[src/rtbb_pkg.sv]
// Shared types and constants for the RGBA 2x2 box downsampler.
package rtbb_pkg;

    localparam int CHAN_W      = 8;
    localparam int NUM_CHAN    = 4;
    localparam int PAIR_W      = CHAN_W + 1;
    localparam int LINE_W      = NUM_CHAN * PAIR_W;
    localparam int CFG_W       = 13;
    localparam int CFG_IDX_W   = 2;
    localparam int ROW_W       = 12;
    localparam int MAX_HEIGHT  = 4096;
    localparam int DEF_MAX_WIDTH = 4096;
    localparam logic [CFG_W-1:0] SIZE_RESET = CFG_W'(4096);

    typedef logic [NUM_CHAN-1:0][CHAN_W-1:0] t_pixel;
    typedef logic [NUM_CHAN-1:0][PAIR_W-1:0] t_pair_sums;

    typedef enum logic [CFG_IDX_W-1:0] {
        CFG_IMAGE_WIDTH  = 2'd0,
        CFG_IMAGE_HEIGHT = 2'd1
    } t_cfg_reg;

endpackage

[src/rtbb_lane.sv]
// One color channel lane: horizontal pair sum and the 2x2 truncated average.
module rtbb_lane import rtbb_pkg::*; (
    input  logic              i_clk,
    input  logic [CHAN_W-1:0] i_left,
    input  logic [CHAN_W-1:0] i_pixel,
    input  logic              i_load,
    input  logic [PAIR_W-1:0] i_stored,
    output logic [PAIR_W-1:0] o_pair_sum,
    output logic [CHAN_W-1:0] o_average
);

    logic [PAIR_W-1:0] r_pair;
    logic [PAIR_W-1:0] n_pair;
    logic [PAIR_W:0]   block_sum;

    assign n_pair     = PAIR_W'(i_left) + PAIR_W'(i_pixel);
    assign o_pair_sum = n_pair;

    always_ff @(posedge i_clk) begin
        if (i_load) begin
            r_pair <= n_pair;
        end
    end

    assign block_sum = (PAIR_W + 1)'(r_pair) + (PAIR_W + 1)'(i_stored);
    assign o_average = block_sum[PAIR_W:2];

endmodule

[config.mk]
export PLATFORM = sky130hd
export DESIGN_NAME = rtbb_lane
export DESIGN_NICKNAME = d
export VERILOG_FILES = /design/src/rtbb_pkg.sv /design/src/rtbb_lane.sv
export SDC_FILE = /design/constraint.sdc
export NUM_CORES = 1
export LEC_CHECK = 0
export ABC_AREA = 1
export BUFFER_PORTS_ARGS = -buffer_cell sky130_fd_sc_hd__buf_2
export CAP_MARGIN = 30
export CELL_PAD_IN_SITES_DETAIL_PLACEMENT = 0
export CELL_PAD_IN_SITES_GLOBAL_PLACEMENT = 2
export CORE_MARGIN = 3
export CORE_UTILIZATION = 26
export DETAILED_ROUTE_END_ITERATION = 7
export PLACE_DENSITY_LB_ADDON = 0.12
export SLEW_MARGIN = 0
export SYNTH_ARGS = -nofsm -noshare
export SYNTH_HDL_FRONTEND = slang
export SYNTH_SLANG_ARGS = --single-unit
[constraint.sdc]
create_clock -name i_clk -period 2.7 [get_ports i_clk]
set_input_delay 0.135 -clock i_clk [delete_from_list [all_inputs] [get_ports i_clk]]
set_output_delay 0.135 -clock i_clk [all_outputs]
set_load 0.05 [all_outputs]
Yosys cells after proc, flatten, opt, wreduce, memory -nomap -nowiden
Index checks and enable logic that the tools add are counted.

word-level totals
  register bits after elaboration = 9
  latch bits = 0
  memory bits (writable) = 0
  memory bits (read-only) = 0
  input bits = 27
  output and inout bits = 17
  word-level logic and storage cells = 3
  memories = 0

cells by class
  add/sub/neg operators = 2
  multipliers = 0
  divide/modulo/power cells = 0
  magnitude comparators = 0
  equality and inequality tests = 0
  shift-type cells = 0
  mux-type cells = 0
  bitwise gates (word level) = 0
  reductions and logical operators = 0

operators by type and width
  cell          number
  $add 9x9->10  1
  $add 8x8->9   1

Longest topological paths before layout
  depth after elaboration = 1
  mapped depth = 9
  mapped depth without buffers = 9

Worst setup path after synthesis
Ideal clock, no wire load.

  path kind = input to register
  start point = in i_left[0]
  end point = reg r_pair[4] (data pin)
  setup time = 0.348 ns
  arrival time = 1.675 ns
  data required time = 2.352 ns
  slack = 0.677 ns
  stages = 5
  buffers on the path = 0
  path through = ha_1 fa_1 nand3_1 nand2_1 xor2_1

between the ends
  longest elaborated chain between the ends = 1

RTL lines
  element                 line             RTL
  start: declaration      rtbb_lane.sv:4   input logic [CHAN_W-1:0] i_left,
  $add 8x8->9             rtbb_lane.sv:16  assign n_pair = PAIR_W'(i_left) + PAIR_W'(i_pixel);
  via o_pair_sum[4]       rtbb_lane.sv:8   output logic [PAIR_W-1:0] o_pair_sum,
  end signal: assignment  rtbb_lane.sv:21  r_pair <= n_pair;
  end: declaration        rtbb_lane.sv:12  logic [PAIR_W-1:0] r_pair;

The timed path passes the listed nets, and every way through them passes these cells.
A chain may end at the register's enable or synchronous reset.

Final worst setup path
  start point = reg r_pair[1]
  end point = out o_average[7]

between the ends
  longest elaborated chain between the ends = 1

RTL lines
  element           line             RTL
  $add 9x9->10      rtbb_lane.sv:25  assign block_sum = (PAIR_W + 1)'(r_pair) + (PAIR_W + 1)'(i_stored);
  end: declaration  rtbb_lane.sv:9   output logic [CHAN_W-1:0] o_average

No other way between the ends.

==> summary.txt <==
Clocking
  • Hold_buf cts: 0
  • Root buffer cell: sky130_fd_sc_hd__clkbuf_8
  • Number of buffers inserted to repair setup after CTS: 0
  • TritonCTS buffer count: 3
  • Number of resized instances in the post-cts repair step: 0
  • Number of H-tree levels: 1
  • Worst-path clk slew: approximately 0.04 ns
  • Longest Clk Path Bufs: 2
  • TritonCTS clock tree: yes
  • TritonCTS sink count: 9

Place
  • Number of I/O port buffers: 43
  • Hpwl dp: between 1.5 and 2 mm
  • Worst-case setup slack after placement: 0.991 ns
  • RD Place Congestion: 0.784
  • Placed inst area: approximately 1200 um2
  • DP Cell Count: about 220

Setup path
  • Data arrival at the endpoint of the critical path: 1.74 ns
  • Worst setup path start: r_pair[1]
  • Type of element capturing the critical path: output pin
  • Sum of buffers and inverters on the critical path: 1
  • Type of the worst setup path: reg -> out
  • Most used cell along the critical path: sky130_fd_sc_hd__nand2_1
  • Chain of cells forming the critical path: ha_1, nand3_1, nand2_1, nand2_1, nand2_2, nand2_1, nand2_1, nand2_1, nand2_1, buf_2
  • Count of cell instances traversed by the critical path: 10
  • Dominant delay contributor by cell family on the critical path: simple AND/OR/NAND/NOR gates
  • Slowest cell on the critical path: sky130_fd_sc_hd__edfxtp_1
  • Startpoint type of the worst setup path: flip-flop
  • Max stage delay on crit path: between 0.3 and 0.4 ns
  • Req. time, crit path: 2.57 ns
  • Crit path max fanout: 3

Pwr
  • Leakage power figure: roughly 0.76 nW
  • Power per unit of standard cell area: 669 nW/um2
  • Pwr Total: between 0.8 and 0.9 mW
  • Worst ir drop on vdd: 0.245 mV

Layout
  • Share of post-route cells with drive strength above 1: 27.4%
  • Final Util: a little under two fifths
  • Non-Filler Instances: approximately 230
  • Area growth, synth to finish: 32.8%
  • Flip-flop count of the largest register, all copies and words added: 9
  • Total number of nets in the final design: between 200 and 250
  • Biggest register: r_pair
  • Antenna diode instance count: 0
  • Final non-filler cell area: roughly 1300 um2
  • Largest registers ranked by flip-flop count: r_pair: 9 flops

GRT
  • Total congestion overflow after global routing: 0
  • Overall global routing resource usage: approximately a tenth
  • Antenna violations before repair: 0
  • Vias in the first global route: 970
  • Global-route wire length before repair: around 3.7 mm
  • Largest net degree at the start of global routing: 10

Timing
  • Worst Max-Slew Pin Slew: between 0.2 and 0.3 ns
  • Endpoints failing hold: 0
  • Peak Freq: 534 MHz
  • Worst Hold Margin: approximately 0.22 ns
  • Part of the cycle the worst path needs: about 70%
  • Final Slew Violations: 0
  • Final setup fails: 0
  • Setup repair after global routing missed its margin: false
  • Worst relative slew slack: around 83%
  • Summed negative setup slack over all endpoints: 0 ns
  • Min setup slack post-route: 0.826 ns
  • Final period demand of the worst path: approximately 1.9 ns

Hold path
  • Worst hold path cell count: 2
  • WHS Endpoint: r_pair[0]
  • Min-Delay Startpoint: i_pixel[0]
  • Type of the tightest min-delay check: in -> reg

Floorplan
  • Number of rows in the core area: 21
  • Number of placed I/O pins: 44
  • Die width: about 67 um
  • Placeable core area: around 3500 um2
  • Starting Density: between 20% and 30%
  • Height of the chip: 67.0 um
  • Die ar.: about 4500 um2

Flow run
  • Number of max-capacitance violations reported: 0

Drt
  • First-pass iteration count of the detailed router: 4
  • Number of violations reported at the end of detailed-routing iteration 0: 26
  • Vias per Instance: roughly 4.2
  • Count of unresolved DRC violations after routing: 0
  • Routed wire length: around 2.2 mm
  • Wire length per cell: roughly 9.7 um
  • Routed via count: between 900 and 1,000
  • Routed Antenna Nets: 0

Logic synthesis
  • XOR/XNOR share of the synthesized area: roughly 5.4%
  • Post-Synth Adder-Cell Area: between 20% and 30%
  • Simple-gate share of the synthesized area: a little over a quarter
  • Fraction of the mapped netlist area in compound gates: under 10%
  • Number of warnings issued by yosys: 0
  • Netlist Area Pre-Place: 968 um2
  • Share of synthesized area occupied by flip-flops and latches: around 28%
  • Cell variety after synth: 16
  • Post-synthesis register bit count: 9
  • Synthesized instance count: between 100 and 150
  • Share of cell area taken by muxes after synthesis: 0%
  • Dominant combinational cell family by area after synthesis: simple AND/OR/NAND/NOR gates
  • Synthesized net count: ~180
  • Syn_area_per_cell: 7.34 um2

Run status
  • Outcome: finished, final reports clean
## cell families (layout without fill, tap and decap cells)
| group | after synthesis | after routing |
|---|---|---|
| adders and majority gates | 17 | 17 |
| AOI/OAI and AO/OA | 15 | 15 |
| buffers and inverters | 21 | 68 |
| DFF | 9 | 9 |
| xor gates and xnor gates | 6 | 6 |
| and+or+nand+nor | 64 | 64 |
## area by class of cell
| class | instances | area (um2) |
|---|---|---|
| clock buffers | 4 | 45.0 |
| fillers | 392 | 2180 |
| inverters | 21 | 78.8 |
| multi-input cells | 102 | 619 |
| flip-flops and latches | 9 | 270 |
| well taps | 46 | 57.6 |
| repair buffers | 43 | 215 |
## layer usage
layer,part of all wire (%),track usage [%],up-vias,routed length (um)
met5,0,0,-,0
li1,-,-,524,-
met2,53,21.0,22,1160
met4,1.4,5.32,0,31
met1,40,11.2,402,880
met3,5.2,0.337,2,113
## report_power, final
group | total (mW) | leakage (nW) | internal, mW | switching (mW)
Clock | 0.149 | 0.0228 | 0.102 | 0.0465
Sequential | 0.187 | 0.0879 | 0.180 | 0.00659
Combinational | 0.526 | 0.644 | 0.139 | 0.387
Total | 0.861 | 0.755 | 0.421 | 0.440
## cell usage after synthesis
library cell / n / area [um2]
sky130_fd_sc_hd__a21boi_2: 1 / 11.3
sky130_fd_sc_hd__a21o_1: 1 / 7.51
sky130_fd_sc_hd__a21oi_1: 9 / 45.0
sky130_fd_sc_hd__edfxtp_1: 9 / 270
sky130_fd_sc_hd__fa_1: 1 / 20.0
sky130_fd_sc_hd__ha_1: 16 / 200
sky130_fd_sc_hd__inv_1: 21 / 78.8
sky130_fd_sc_hd__nand2_1: 45 / 169
sky130_fd_sc_hd__nand2_2: 2 / 12.5
sky130_fd_sc_hd__nand3_1: 11 / 55.1
sky130_fd_sc_hd__nor2_1: 5 / 18.8
sky130_fd_sc_hd__nor3_1: 1 / 5.00
sky130_fd_sc_hd__o21ai_0: 1 / 5.00
sky130_fd_sc_hd__o21ai_1: 2 / 10.0
sky130_fd_sc_hd__o21bai_1: 1 / 7.51
sky130_fd_sc_hd__xor2_1: 6 / 52.6
## worst max-delay path by stage
stage / slack [ns] / endpoint
4_1_cts: 0.80 / o_average[7]
3_3_place_gp: 1.01 / o_pair_sum[6]
5_1_grt: 0.63 / o_average[4]
2_1_floorplan: 0.68 / r_pair[4]
3_5_place_dp: 0.99 / o_pair_sum[6]
6_report: 0.83 / o_average[7]
## layout by cell type, fill, tap and decap left out
master	n
sky130_fd_sc_hd__o21bai_1	1
sky130_fd_sc_hd__o21ai_1	2
sky130_fd_sc_hd__nand2_2	2
sky130_fd_sc_hd__clkbuf_8	3
sky130_fd_sc_hd__ha_1	16
sky130_fd_sc_hd__fa_1	1
sky130_fd_sc_hd__o21ai_0	1
sky130_fd_sc_hd__xor2_1	6
sky130_fd_sc_hd__nand2_1	45
sky130_fd_sc_hd__nor3_1	1
sky130_fd_sc_hd__nor2_1	5
sky130_fd_sc_hd__inv_1	21
sky130_fd_sc_hd__buf_2	43
sky130_fd_sc_hd__nand3_1	11
sky130_fd_sc_hd__a21o_1	1
sky130_fd_sc_hd__a21boi_2	1
sky130_fd_sc_hd__clkbuf_1	1
sky130_fd_sc_hd__a21oi_1	9
sky130_fd_sc_hd__edfxtp_1	9
Power figures use the tool's default switching activity.
